<file path="src/rtl/tmb_pkg.sv">
// shared constants and types for the trimmed batch mean block
`timescale 1ns / 1ps
package tmb_pkg;

    // batch shape
    localparam int unsigned SAMPLES = 32;
    localparam int unsigned WARMUP  = 2;
    localparam int unsigned TRIM    = 4;

    // field widths
    localparam int unsigned SAMPLE_W = 32;
    localparam int unsigned MEAN_W   = 40;
    localparam int unsigned FRAC_W   = 8;

    // derived sizes
    localparam int          KEPT      = int'(SAMPLES) - int'(WARMUP) - 2 * int'(TRIM);
    localparam bit          HAS_KEPT  = (KEPT > 0) && (WARMUP < SAMPLES);
    localparam int unsigned KEPT_SAFE = (KEPT > 0) ? KEPT : 1;
    localparam int unsigned CNT_W     = $clog2(SAMPLES);
    localparam int unsigned SUM_W     = SAMPLE_W + $clog2(SAMPLES);
    localparam int unsigned DIV_W     = SUM_W + FRAC_W;
    localparam int unsigned LIST_D    = (TRIM > 0) ? TRIM : 1;
    localparam int unsigned TRIM_CW   = $clog2(TRIM + 2);

    // reciprocal multiply for the mean: sum * RECIP >> QUOT_SH is exact for every sum
    localparam int unsigned MUL_DIG_W = 8;
    localparam int unsigned MUL_STEPS = (SUM_W + MUL_DIG_W - 1) / MUL_DIG_W;
    localparam int unsigned MUL_IN_W  = MUL_STEPS * MUL_DIG_W;
    localparam int unsigned STEP_W    = $clog2(MUL_STEPS);
    localparam int unsigned RECIP_SH  = DIV_W + $clog2(KEPT_SAFE);
    localparam int unsigned RECIP_W   = DIV_W + 1;
    localparam logic [63:0] RECIP     = ((64'd1 << RECIP_SH) + 64'(KEPT_SAFE) - 64'd1)
                                        / 64'(KEPT_SAFE);
    localparam int unsigned PART_W    = RECIP_W + MUL_DIG_W;
    localparam int unsigned PROD_W    = MUL_IN_W + RECIP_W;
    localparam int unsigned QUOT_SH   = RECIP_SH - FRAC_W;

    // queue between front and back
    localparam int unsigned FIFO_D  = 2;
    localparam int unsigned FIFO_AW = $clog2(FIFO_D);

    // one classified sample beat
    typedef struct packed {
        logic [SAMPLE_W-1:0] sample;
        logic                keep;
        logic                last;
    } tmb_item_t;

    // request from the back end to the divider
    typedef struct packed {
        logic             go;
        logic [SUM_W-1:0] sum;
    } tmb_div_req_t;

endpackage

</file>
<file path="src/rtl/trimmed_mean_of_batch.sv">
// top level: trimmed mean of a batch of timing samples
// throughput: one sample beat a cycle while busy is low; the queue stops draining during the trim
//   pass after each closing beat and while a closing beat waits for the divider, so busy rises
// latency: the mean_valid strobe follows the closing beat through the trim pass and the bytewise
//   reciprocal multiply
// the receiver cannot stall: each result is shown for one cycle only
// reset: asynchronous, active low; clears batch position, queue, sums and divider
`timescale 1ns / 1ps
module trimmed_mean_of_batch
    import tmb_pkg::*;
(
    input  logic                clk,
    input  logic                rst_n,
    input  logic                start,
    output logic                busy,
    input  logic [SAMPLE_W-1:0] sample,
    output logic                mean_valid,
    output logic [MEAN_W-1:0]   mean_q8
);

    logic         push;
    tmb_item_t    push_item;
    logic         q_full;
    logic         q_not_empty;
    tmb_item_t    q_head;
    logic         pop;
    logic         div_busy;
    tmb_div_req_t div_req;

    // classify incoming beats
    tmb_front u_front (
        .clk       (clk),
        .rst_n     (rst_n),
        .start     (start),
        .sample    (sample),
        .q_full    (q_full),
        .busy      (busy),
        .push      (push),
        .push_item (push_item)
    );

    // decoupling queue
    tmb_fifo u_fifo (
        .clk       (clk),
        .rst_n     (rst_n),
        .push      (push),
        .push_item (push_item),
        .pop       (pop),
        .full      (q_full),
        .not_empty (q_not_empty),
        .head      (q_head)
    );

    // accumulate and trim
    tmb_back u_back (
        .clk        (clk),
        .rst_n      (rst_n),
        .item_valid (q_not_empty),
        .item       (q_head),
        .div_busy   (div_busy),
        .pop        (pop),
        .div_req    (div_req)
    );

    // scaled mean
    tmb_div u_div (
        .clk        (clk),
        .rst_n      (rst_n),
        .div_req    (div_req),
        .div_busy   (div_busy),
        .mean_valid (mean_valid),
        .mean_q8    (mean_q8)
    );

endmodule

</file>
<file path="src/rtl/tmb_front.sv">
// front end: takes sample beats, tracks batch position and tags each beat
`timescale 1ns / 1ps
module tmb_front
    import tmb_pkg::*;
(
    input  logic                clk,
    input  logic                rst_n,
    input  logic                start,
    input  logic [SAMPLE_W-1:0] sample,
    input  logic                q_full,
    output logic                busy,
    output logic                push,
    output tmb_item_t           push_item
);

    logic [CNT_W-1:0] count_reg;
    logic [CNT_W-1:0] count_next;
    logic             is_last;

    // accept whenever the queue has room
    assign busy    = q_full;
    assign push    = start && !q_full;
    assign is_last = (count_reg == CNT_W'(SAMPLES - 1));

    // tag the beat: warmup beats are dropped by the back end
    assign push_item.sample = sample;
    assign push_item.keep   = (32'(count_reg) >= WARMUP);
    assign push_item.last   = is_last;

    // position within the batch
    always_comb
    begin
        count_next = count_reg;
        if (push)
        begin
            count_next = is_last ? '0 : count_reg + 1'b1;
        end
    end

    always_ff @(posedge clk or negedge rst_n)
    begin
        if (!rst_n)
        begin
            count_reg <= '0;
        end
        else
        begin
            count_reg <= count_next;
        end
    end

endmodule

</file>
<file path="src/rtl/tmb_fifo.sv">
// short queue of tagged beats between front and back end
`timescale 1ns / 1ps
module tmb_fifo
    import tmb_pkg::*;
(
    input  logic      clk,
    input  logic      rst_n,
    input  logic      push,
    input  tmb_item_t push_item,
    input  logic      pop,
    output logic      full,
    output logic      not_empty,
    output tmb_item_t head
);

    tmb_item_t          mem_reg [FIFO_D];
    logic [FIFO_AW-1:0] wr_ptr_reg;
    logic [FIFO_AW-1:0] rd_ptr_reg;
    logic [FIFO_AW:0]   fill_reg;
    logic [FIFO_AW-1:0] wr_ptr_next;
    logic [FIFO_AW-1:0] rd_ptr_next;
    logic [FIFO_AW:0]   fill_next;

    assign full      = (fill_reg == (FIFO_AW + 1)'(FIFO_D));
    assign not_empty = (fill_reg != '0);
    assign head      = mem_reg[rd_ptr_reg];

    // pointer and fill bookkeeping
    always_comb
    begin
        wr_ptr_next = wr_ptr_reg;
        rd_ptr_next = rd_ptr_reg;
        fill_next   = fill_reg;
        if (push)
        begin
            wr_ptr_next = (wr_ptr_reg == FIFO_AW'(FIFO_D - 1)) ? '0 : wr_ptr_reg + 1'b1;
        end
        if (pop)
        begin
            rd_ptr_next = (rd_ptr_reg == FIFO_AW'(FIFO_D - 1)) ? '0 : rd_ptr_reg + 1'b1;
        end
        if (push && !pop)
        begin
            fill_next = fill_reg + 1'b1;
        end
        else if (pop && !push)
        begin
            fill_next = fill_reg - 1'b1;
        end
    end

    always_ff @(posedge clk or negedge rst_n)
    begin
        if (!rst_n)
        begin
            wr_ptr_reg <= '0;
            rd_ptr_reg <= '0;
            fill_reg   <= '0;
        end
        else
        begin
            wr_ptr_reg <= wr_ptr_next;
            rd_ptr_reg <= rd_ptr_next;
            fill_reg   <= fill_next;
        end
    end

    // entry storage
    always_ff @(posedge clk)
    begin
        if (push)
        begin
            mem_reg[wr_ptr_reg] <= push_item;
        end
    end

endmodule

</file>
<file path="src/rtl/tmb_back.sv">
// back end: running sum plus the smallest and largest kept samples, trimmed at batch end
`timescale 1ns / 1ps
module tmb_back
    import tmb_pkg::*;
(
    input  logic         clk,
    input  logic         rst_n,
    input  logic         item_valid,
    input  tmb_item_t    item,
    input  logic         div_busy,
    output logic         pop,
    output tmb_div_req_t div_req
);

    typedef enum logic [0:0] {
        ST_ACC,
        ST_TRIM
    } state_t;

    localparam logic [SAMPLE_W-1:0] MIN_SENT = '1;
    localparam logic [SAMPLE_W-1:0] MAX_SENT = '0;

    state_t              state_reg;
    state_t              state_next;
    logic [SUM_W-1:0]    total_reg;
    logic [SUM_W-1:0]    total_next;
    logic [TRIM_CW-1:0]  cnt_reg;
    logic [TRIM_CW-1:0]  cnt_next;
    logic [SAMPLE_W-1:0] min_reg [LIST_D];
    logic [SAMPLE_W-1:0] min_next [LIST_D];
    logic [SAMPLE_W-1:0] max_reg [LIST_D];
    logic [SAMPLE_W-1:0] max_next [LIST_D];
    logic                go_reg;
    logic                go_next;
    logic [SUM_W-1:0]    sum_reg;
    logic [SUM_W-1:0]    sum_next;
    logic [SAMPLE_W:0]   pair_sum;
    logic [SAMPLE_W-1:0] v;

    assign div_req.go  = go_reg;
    assign div_req.sum = sum_reg;
    assign v           = item.sample;
    assign pair_sum    = {1'b0, min_reg[0]} + {1'b0, max_reg[0]};

    // a closing beat waits until the divider is free
    assign pop = item_valid && (state_reg == ST_ACC)
                 && !(item.last && (div_busy || go_reg));

    // next state, list insertion and trimming
    always_comb
    begin
        state_next = state_reg;
        total_next = total_reg;
        cnt_next   = cnt_reg;
        go_next    = 1'b0;
        sum_next   = sum_reg;
        min_next   = min_reg;
        max_next   = max_reg;
        case (state_reg)
            ST_ACC:
            begin
                if (pop)
                begin
                    if (item.keep)
                    begin
                        total_next = total_reg + SUM_W'(v);
                        // sorted insert into the smallest-so-far and largest-so-far lists
                        for (int i = 0; i < int'(LIST_D); i++)
                        begin
                            if (v < min_reg[i])
                            begin
                                min_next[i] = (i > 0 && v < min_reg[(i > 0) ? i - 1 : 0])
                                              ? min_reg[(i > 0) ? i - 1 : 0] : v;
                            end
                            if (v > max_reg[i])
                            begin
                                max_next[i] = (i > 0 && v > max_reg[(i > 0) ? i - 1 : 0])
                                              ? max_reg[(i > 0) ? i - 1 : 0] : v;
                            end
                        end
                    end
                    if (item.last)
                    begin
                        state_next = ST_TRIM;
                        cnt_next   = '0;
                    end
                end
            end
            ST_TRIM:
            begin
                if (cnt_reg == TRIM_CW'(TRIM))
                begin
                    // hand the trimmed sum to the divider and open a new batch
                    go_next    = 1'b1;
                    sum_next   = total_reg;
                    total_next = '0;
                    state_next = ST_ACC;
                    for (int i = 0; i < int'(LIST_D); i++)
                    begin
                        min_next[i] = MIN_SENT;
                        max_next[i] = MAX_SENT;
                    end
                end
                else
                begin
                    // drop one smallest and one largest per cycle
                    total_next = total_reg - SUM_W'(pair_sum);
                    cnt_next   = cnt_reg + 1'b1;
                    for (int i = 0; i < int'(LIST_D); i++)
                    begin
                        if (i == int'(LIST_D) - 1)
                        begin
                            min_next[i] = MIN_SENT;
                            max_next[i] = MAX_SENT;
                        end
                        else
                        begin
                            min_next[i] = min_reg[(i < int'(LIST_D) - 1) ? i + 1 : i];
                            max_next[i] = max_reg[(i < int'(LIST_D) - 1) ? i + 1 : i];
                        end
                    end
                end
            end
            default:
            begin
                state_next = ST_ACC;
            end
        endcase
    end

    always_ff @(posedge clk or negedge rst_n)
    begin
        if (!rst_n)
        begin
            state_reg <= ST_ACC;
            total_reg <= '0;
            cnt_reg   <= '0;
            go_reg    <= 1'b0;
            sum_reg   <= '0;
            for (int i = 0; i < int'(LIST_D); i++)
            begin
                min_reg[i] <= MIN_SENT;
                max_reg[i] <= MAX_SENT;
            end
        end
        else
        begin
            state_reg <= state_next;
            total_reg <= total_next;
            cnt_reg   <= cnt_next;
            go_reg    <= go_next;
            sum_reg   <= sum_next;
            min_reg   <= min_next;
            max_reg   <= max_next;
        end
    end

endmodule

</file>
<file path="src/rtl/tmb_div.sv">
// divider: scaled sum times a fixed reciprocal of the kept count, one byte of the sum a cycle
`timescale 1ns / 1ps
module tmb_div
    import tmb_pkg::*;
(
    input  logic              clk,
    input  logic              rst_n,
    input  tmb_div_req_t      div_req,
    output logic              div_busy,
    output logic              mean_valid,
    output logic [MEAN_W-1:0] mean_q8
);

    typedef enum logic [0:0] {
        DV_IDLE,
        DV_RUN
    } state_t;

    localparam logic [RECIP_W-1:0] RECIP_C = RECIP_W'(RECIP);

    state_t                state_reg;
    state_t                state_next;
    logic [MUL_IN_W-1:0]   src_reg;
    logic [MUL_IN_W-1:0]   src_next;
    logic [PROD_W-1:0]     acc_reg;
    logic [PROD_W-1:0]     acc_next;
    logic [STEP_W-1:0]     step_reg;
    logic [STEP_W-1:0]     step_next;
    logic                  valid_reg;
    logic                  valid_next;
    logic [MEAN_W-1:0]     mean_reg;
    logic [MEAN_W-1:0]     mean_next;
    logic [MUL_DIG_W-1:0]  digit;
    logic [PART_W-1:0]     part;

    assign div_busy   = (state_reg == DV_RUN);
    assign mean_valid = valid_reg;
    assign mean_q8    = mean_reg;

    // one partial product a cycle, top byte of the sum first
    assign digit = src_reg[MUL_IN_W-1 -: MUL_DIG_W];
    assign part  = PART_W'(RECIP_C) * PART_W'(digit);

    always_comb
    begin
        state_next = state_reg;
        src_next   = src_reg;
        acc_next   = acc_reg;
        step_next  = step_reg;
        valid_next = 1'b0;
        mean_next  = mean_reg;
        case (state_reg)
            DV_IDLE:
            begin
                if (div_req.go)
                begin
                    if (HAS_KEPT)
                    begin
                        src_next   = MUL_IN_W'(div_req.sum);
                        acc_next   = '0;
                        step_next  = '0;
                        state_next = DV_RUN;
                    end
                    else
                    begin
                        // nothing left to average
                        mean_next  = '0;
                        valid_next = 1'b1;
                    end
                end
            end
            DV_RUN:
            begin
                acc_next  = {acc_reg[PROD_W-MUL_DIG_W-1:0], MUL_DIG_W'(0)} + PROD_W'(part);
                src_next  = {src_reg[MUL_IN_W-MUL_DIG_W-1:0], MUL_DIG_W'(0)};
                step_next = step_reg + 1'b1;
                if (step_reg == STEP_W'(MUL_STEPS - 1))
                begin
                    mean_next  = MEAN_W'(acc_next >> QUOT_SH);
                    valid_next = 1'b1;
                    state_next = DV_IDLE;
                end
            end
            default:
            begin
                state_next = DV_IDLE;
            end
        endcase
    end

    always_ff @(posedge clk or negedge rst_n)
    begin
        if (!rst_n)
        begin
            state_reg <= DV_IDLE;
            src_reg   <= '0;
            acc_reg   <= '0;
            step_reg  <= '0;
            valid_reg <= 1'b0;
            mean_reg  <= '0;
        end
        else
        begin
            state_reg <= state_next;
            src_reg   <= src_next;
            acc_reg   <= acc_next;
            step_reg  <= step_next;
            valid_reg <= valid_next;
            mean_reg  <= mean_next;
        end
    end

endmodule

</file>
<file path="config.mk">
export PLATFORM = sky130hd
export DESIGN_NAME = trimmed_mean_of_batch
export DESIGN_NICKNAME = d
export VERILOG_FILES = /design/src/rtl/tmb_pkg.sv /design/src/rtl/trimmed_mean_of_batch.sv /design/src/rtl/tmb_front.sv /design/src/rtl/tmb_fifo.sv /design/src/rtl/tmb_back.sv /design/src/rtl/tmb_div.sv
export SDC_FILE = /design/constraint.sdc
export NUM_CORES = 2
export LEC_CHECK = 0
export BUFFER_PORTS_ARGS = -buffer_cell sky130_fd_sc_hd__buf_2
export CAP_MARGIN = 20
export CORE_ASPECT_RATIO = 0.75
export CORE_MARGIN = 2
export CORE_UTILIZATION = 40
export DETAILED_ROUTE_END_ITERATION = 8
export PLACE_DENSITY_LB_ADDON = 0.12
export SETUP_SLACK_MARGIN = 0.3
export SLEW_MARGIN = 5
export SYNTH_ARGS = -nofsm -noshare
export SYNTH_HDL_FRONTEND = slang
export SYNTH_HIERARCHICAL = 1
export SYNTH_SLANG_ARGS = --single-unit
</file>
<file path="constraint.sdc">
create_clock -name clk -period 6.1 [get_ports clk]
set_clock_uncertainty 0.15 [all_clocks]
set_input_delay 1.83 -clock clk [delete_from_list [all_inputs] [get_ports clk]]
set_output_delay 1.83 -clock clk [all_outputs]
set_load 0.02 [all_outputs]
</file>
==> After elaboration in Yosys (flattened, before gate mapping) <==
Memory sizes are Yosys's and may differ from the RTL's.
Index checks and enable logic that the tools add are counted.
{ "op_classes": {"mux": 56, "n_reduce_logical": 25, "magnitude_cmp": 9, "n_eq_ne": 18, "bitwise": 2, "n_addsub": 11, "n_mul": 1} }
{ "ops": {"columns": ["op", "n"], "rows": [
  ["$mux 128", 6],
  ["$pmux 128 s2", 2],
  ["$mux 32", 14],
  ["$pmux 74 s2", 1],
  ["$gt 32x32->1", 4],
  ["$lt 32x32->1", 4],
  ["$mux 40", 3],
  ["$mux 37", 3],
  ["$add 82x54->82", 1],
  ["$pmux 40 s2", 1],
  ["$mux 74", 1],
  ["$pmux 37 s2", 1],
  ["$mul 46x8->54 const A", 1],
  ["$add 37x32->37", 1],
  ["$sub 37x33->37", 1],
  ["$add 32x32->33", 1],
  ["$reduce_and 3->1", 9],
  ["$ne 2x2->1 const B", 13],
  ["$mux 1", 12],
  ["$mux 3", 4],
  ["$pmux 3 s2", 2],
  ["$add 3x1->3 const B", 2],
  ["$eq 3x3->1 const B", 2],
  ["$logic_and 1x1->1", 6],
  ["16 further kinds", 27]
]} }
{ "word_totals": {"regBits": 503, "memories": 1, "output_inout_bits": 42, "elab_cells": 146, "inputBits": 35, "ramBits": 68} }
{ "memory_table": {"columns": ["name", "words", "width", "rd", "rd_clocked_by_memory_dff", "write_ports", "line_no", "rtl"], "rows": [
  ["u_fifo.mem_reg", 2, 34, 1, 0, 1, "tmb_fifo.sv:16", "tmb_item_t mem_reg [FIFO_D];"]
]} }

==> Longest topological paths before layout <==
{ "depth": {"ltp_word": 7, "mapped_depth": 22, "depth_no_buf": 20} }

==> Cells and area by module <==
The synthesis kept the hierarchy.
{ "modules_own_cells": {"columns": ["module", "n_inst", "area_per_inst_um2", "cells_per_inst", "seq_area_each_um2"], "rows": [
  ["tmb_back", 1, 26920.8, 2834, 8543.2],
  ["tmb_div", 1, 13925.9, 1459, 3978.8],
  ["tmb_fifo", 1, 2793.9, 122, 2142.1],
  ["tmb_front", 1, 551.8, 64, 125.1]
]} }

==> Worst setup path after synthesis <==
No wires, ideal clock.
{ "synth_timing": {"path_type": "flip-flop to flip-flop", "start": "register u_div.src_reg[37]", "end": "register u_div.mean_reg[5], in the netlist u_div/mean_q8[5]", "path_buffers": 1, "setup_slack_ps": 603, "t_required_ps": 5825, "setup_ps": 125, "period_less_slack_ps": 5497, "stages_incl_launch_ff": 21, "arrival_ps": 5222, "cell_sequence": "dfrtp_1 inv_1 fa_1 inv_1 fa_1 fa_1 inv_1 fa_1 inv_1 ha_1 buf_2 a21oi_1 o21ai_0 a31oi_1 a21oi_1 o21a_1 or4_1 nand2_2 o21ai_1 xor2_1 mux2_2"} }
{ "synth_via": {"elab_chain_cells": 4} }
{ "synth_lines": {"columns": ["element", "line_no", "rtl"], "rows": [
  ["from (decl)", "tmb_div.sv:23", "logic [MUL_IN_W-1:0] src_reg;"],
  ["from (signal assigned)", "tmb_div.sv:105", "src_reg <= src_next;"],
  ["$mul 46x8->54", "tmb_div.sv:42", "assign part = PART_W'(RECIP_C) * PART_W'(digit);"],
  ["$add 82x54->82", "tmb_div.sv:74", "acc_next = {acc_reg[PROD_W-MUL_DIG_W-1:0], MUL_DIG_W'(0)} + PROD_W'(part);"],
  ["$mux 40", "tmb_div.sv:77", "if (step_reg == STEP_W'(MUL_STEPS - 1))"],
  ["$mux 40", "tmb_div.sv:52", "case (state_reg)"],
  ["to (signal assigned)", "tmb_div.sv:109", "mean_reg <= mean_next;"],
  ["to (decl)", "tmb_div.sv:31", "logic [MEAN_W-1:0] mean_reg;"]
]} }
Every way passes these cells. The select of a mux whose other input is x is not followed.
A chain may end at the register's enable or synchronous reset.

==> Final worst setup path <==
{ "layout_timing": {"start": "register u_div.src_reg[35]", "end": "register u_div.mean_reg[26], in the netlist u_div/mean_q8[26]"} }
The elaborated chain is that of the path after synthesis.

==> results.json <==
{
  "fin_nets": 5099,
  "fp-row-count": 105,
  "finish.utilization_pct": 44.4,
  "grt.overflow.total": 0,
  "fmax_mhz": 178,
  "fp.dieH_um": 292,
  "synth-seq-area-share_pct": 33.5,
  "initial_core_util_pct": 40.4,
  "cts-htree-levels": 3,
  "fin_crit_sh_pct": 92.0,
  "max-slew-margin-rel_pct": 23.8,
  "synth-edff-count": 68,
  "crit_type": "reg2reg",
  "die_width_um": 388,
  "crit_slowest_cell": "fa_1",
  "path_max_fanout": 7,
  "portBuffers": 76,
  "antenna_found_initial": 0,
  "worst_pin_slew_ps": 1130,
  "syn_area_sq_um": 44200,
  "crit_end": "u_div/mean_q8[26]",
  "core_area_sq_um": 109000,
  "viasPerCell": 5.68,
  "cp_common_cell": "inv_1",
  "critPathLaunch": "u_div/src_reg[35]",
  "ys_types": 107,
  "cts_tree": "done",
  "diodes": 0,
  "start_kind": "flip-flop",
  "cts_buffers": 68,
  "seqCellArea_sq_um": 14800,
  "cts.sinks": 571,
  "ant_nets": 0,
  "grt_pass1_wl_mm": 210,
  "drcViolationCount": 0,
  "finalMaxSlewViolations": 0,
  "area_delta_synth_final_pct": 9.89,
  "drtIter0Drc": 2842,
  "arrival_ps": 6000,
  "track_usage_pct": 24.1,
  "dp_hpwl_mm": 101,
  "avgRoutedWirePerCell_um": 22.9,
  "reg2reg_from": "u_div/src_reg[35]",
  "synthFlopType": "dfrtp_1",
  "multiInputGateArea_sq_um": 26400,
  "ys_warn_count": 6,
  "rrSetupSlack_ps": 490,
  "grt_pass1_vias": 33100,
  "setup_viol": 0,
  "outcome": "finished clean",
  "path_clk_slew_ps": 60,
  "reg2reg_depth": 21,
  "cts-root-buf": "clkbuf_16",
  "finalSetupTns_ps": 0,
  "hold_viol_final": 0,
  "drtPass1Iterations": 5,
  "worstPathRequired_ps": 6490,
  "critPathMaxStageDelay_ps": 580,
  "io_pins": 77,
  "rsz0062_at_grt": "no",
  "cts_buffer_depth": 3,
  "die-area_sq_um": 113000,
  "drive_gt1_share_pct": 15.2,
  "cts_hold_buf": 0,
  "clk_latency_ps": 670,
  "ys_ff_latch": 571,
  "reg2reg_to": "u_div/mean_q8[26]",
  "hp-class": "reg2reg",
  "grt_max_degree": 114,
  "critPathCaptureType": "flip-flop",
  "syn_area_per_cell_sq_um": 9.87,
  "drv_cap": 0,
  "fillerInstances": 10600,
  "finalCriticalPeriod_ps": 5610,
  "num_vias": 33800,
  "synth_nets": 5125,
  "crit_chain": "ha_1 -> inv_1 -> fa_1 -> inv_1 -> ha_1 -> inv_1 -> fa_1 -> inv_1 -> ha_1 -> fa_1 -> a211oi_2 -> o21ai_2 -> a31o_1 -> o211ai_1 -> nand3_4 -> o22ai_4 -> o31ai_4 -> buf_6 -> nand4_1 -> xnor2_1 -> mux2_2",
  "gp_congestion": 0.889,
  "synthArstFlopShare_pct": 88.1,
  "synthCells": 4479,
  "totalWireLength_mm": 136
}
kinds of logic (layout without fill, tap and decap cells):
logic type               count (synthesis)  in the layout  share of synthesized area, %
buffers and inverters                  801            831                          7.74
AND/OR/NAND/NOR                        788            788                          8.40
multiplexers                           390            390                          9.43
adder cells (fa/ha/maj)                611            611                          19.9
flip-flops                             571            571                          33.5
AO/OA/AOI/OAI                         1195           1195                          18.7
XOR/XNOR                               123            123                          2.44
area by class of cell:
class / instances / share of cell area (%)
clock buffers: 97 / 4.04
multi-input cells: 3107 / 54.3
flip-flops and latches: 571 / 30.5
well taps: 1444 / 3.72
clock inverters: 29 / 0.526
repair buffers: 181 / 2.83
inverters: 524 / 4.08
cell usage after synthesis (all sizes together) (8+ instances only):
cell type  count  area share, %
a211oi        92            1.6
a21o         149            2.5
a21oi        237            2.7
a22o          35           0.69
a22oi         63            1.1
a2bb2oi       35           0.69
a31oi         19           0.27
and2          14           0.20
and3          20           0.28
and4           8           0.16
buf          122            1.8
clkbuf       154            1.4
dfrtp        375             21
dfstp        128            7.6
edfxtp        68            4.6
fa           151            6.8
ha           460             13
inv          524            4.5
mux2         122            3.4
mux2i        268            6.1
nand2        311            2.7
nand2b        14           0.22
nand3         48           0.55
nand4         79            1.1
nor2         183            1.6
nor2b         19           0.27
nor3          34           0.40
nor4          11           0.17
o211ai        22           0.37
o21a          41           0.70
o21ai        227            2.6
o21bai        18           0.31
o221a         33           0.84
o221ai        40           0.79
o22ai         41           0.61
o31ai         57            1.0
or2           10           0.14
or3           11           0.16
xnor2         71            1.4
xor2          52            1.0
cell usage in the layout (no fill, tap or decap), types with 79 or more instances in the layout:
master,count
a211oi_1,87
a21o_1,144
a21oi_1,225
buf_4,88
dfrtp_1,369
dfstp_2,128
fa_1,145
ha_1,448
inv_1,514
mux2_2,93
mux2i_1,268
nand2_1,306
nand4_1,79
nor2_1,180
o21ai_0,210
worst min path at each step:
stage | start | to | slack [ps] | cells past startpoint
after floorplan | u_fifo/fill_reg[1] | u_fifo/fill_reg[1] | 300 | 1
after global placement | u_div/mean_q8[7] | u_div/mean_q8[7] | 300 | 2
after detailed placement | u_div/mean_q8[9] | u_div/mean_q8[9] | 310 | 2
after CTS | u_div/mean_q8[9] | u_div/mean_q8[9] | 320 | 2
after global routing | u_fifo/fill_reg[1] | u_fifo/fill_reg[1] | 350 | 1
final | u_div/mean_q8[7] | u_div/mean_q8[7] | 320 | 2
routing by layer:
metal / GRT usage (%) / routed length [um] / up-vias / part of all wire [%]
met5: 0 / 0 / - / 0
met2: 30.4 / 50300 / 866 / 37
met3: 5.36 / 9240 / 124 / 6.8
li1: - / - / 16000 / -
met1: 40.3 / 74600 / 16900 / 55
met4: 4.28 / 2020 / 0 / 1.5
per-stage QoR:
| step | instance area (sq um) | setup WS, ps | cells | hold WS, ps |
|---|---|---|---|---|
| detailed placement | 45900 | 119 | 5818 | 308 |
| floorplan | 44200 | 603 | 4479 | 297 |
| global placement | 45900 | 181 | 5818 | 299 |
| finish | 48600 | 489 | 5953 | 318 |
| CTS | 48200 | 319 | 5944 | 323 |
| global route | 48600 | 293 | 5953 | 350 |
timing repair:
| action | 4_1_cts | 5_1_grt |
|---|---|---|
| pin swaps | 1 | 18 |
| setup buffers | 0 | 6 |
| endpoints found under the setup margin | 45 | 60 |
| resized for setup | 8 | 56 |
worst max-delay path, delay by kind of cell, from the launching register on:
family,cells,cell delay [ps]
adders and majority gates,6,2310
AOI/OAI and AO/OA,6,1320
buffers and inverters,5,520
DFF,1,490
and+or+nand+nor,2,310
muxes,1,270
xor gates and xnor gates,1,100
Power is not shown: default switching activity piles up to over one toggle a cycle in this logic, so the estimate is an artifact.
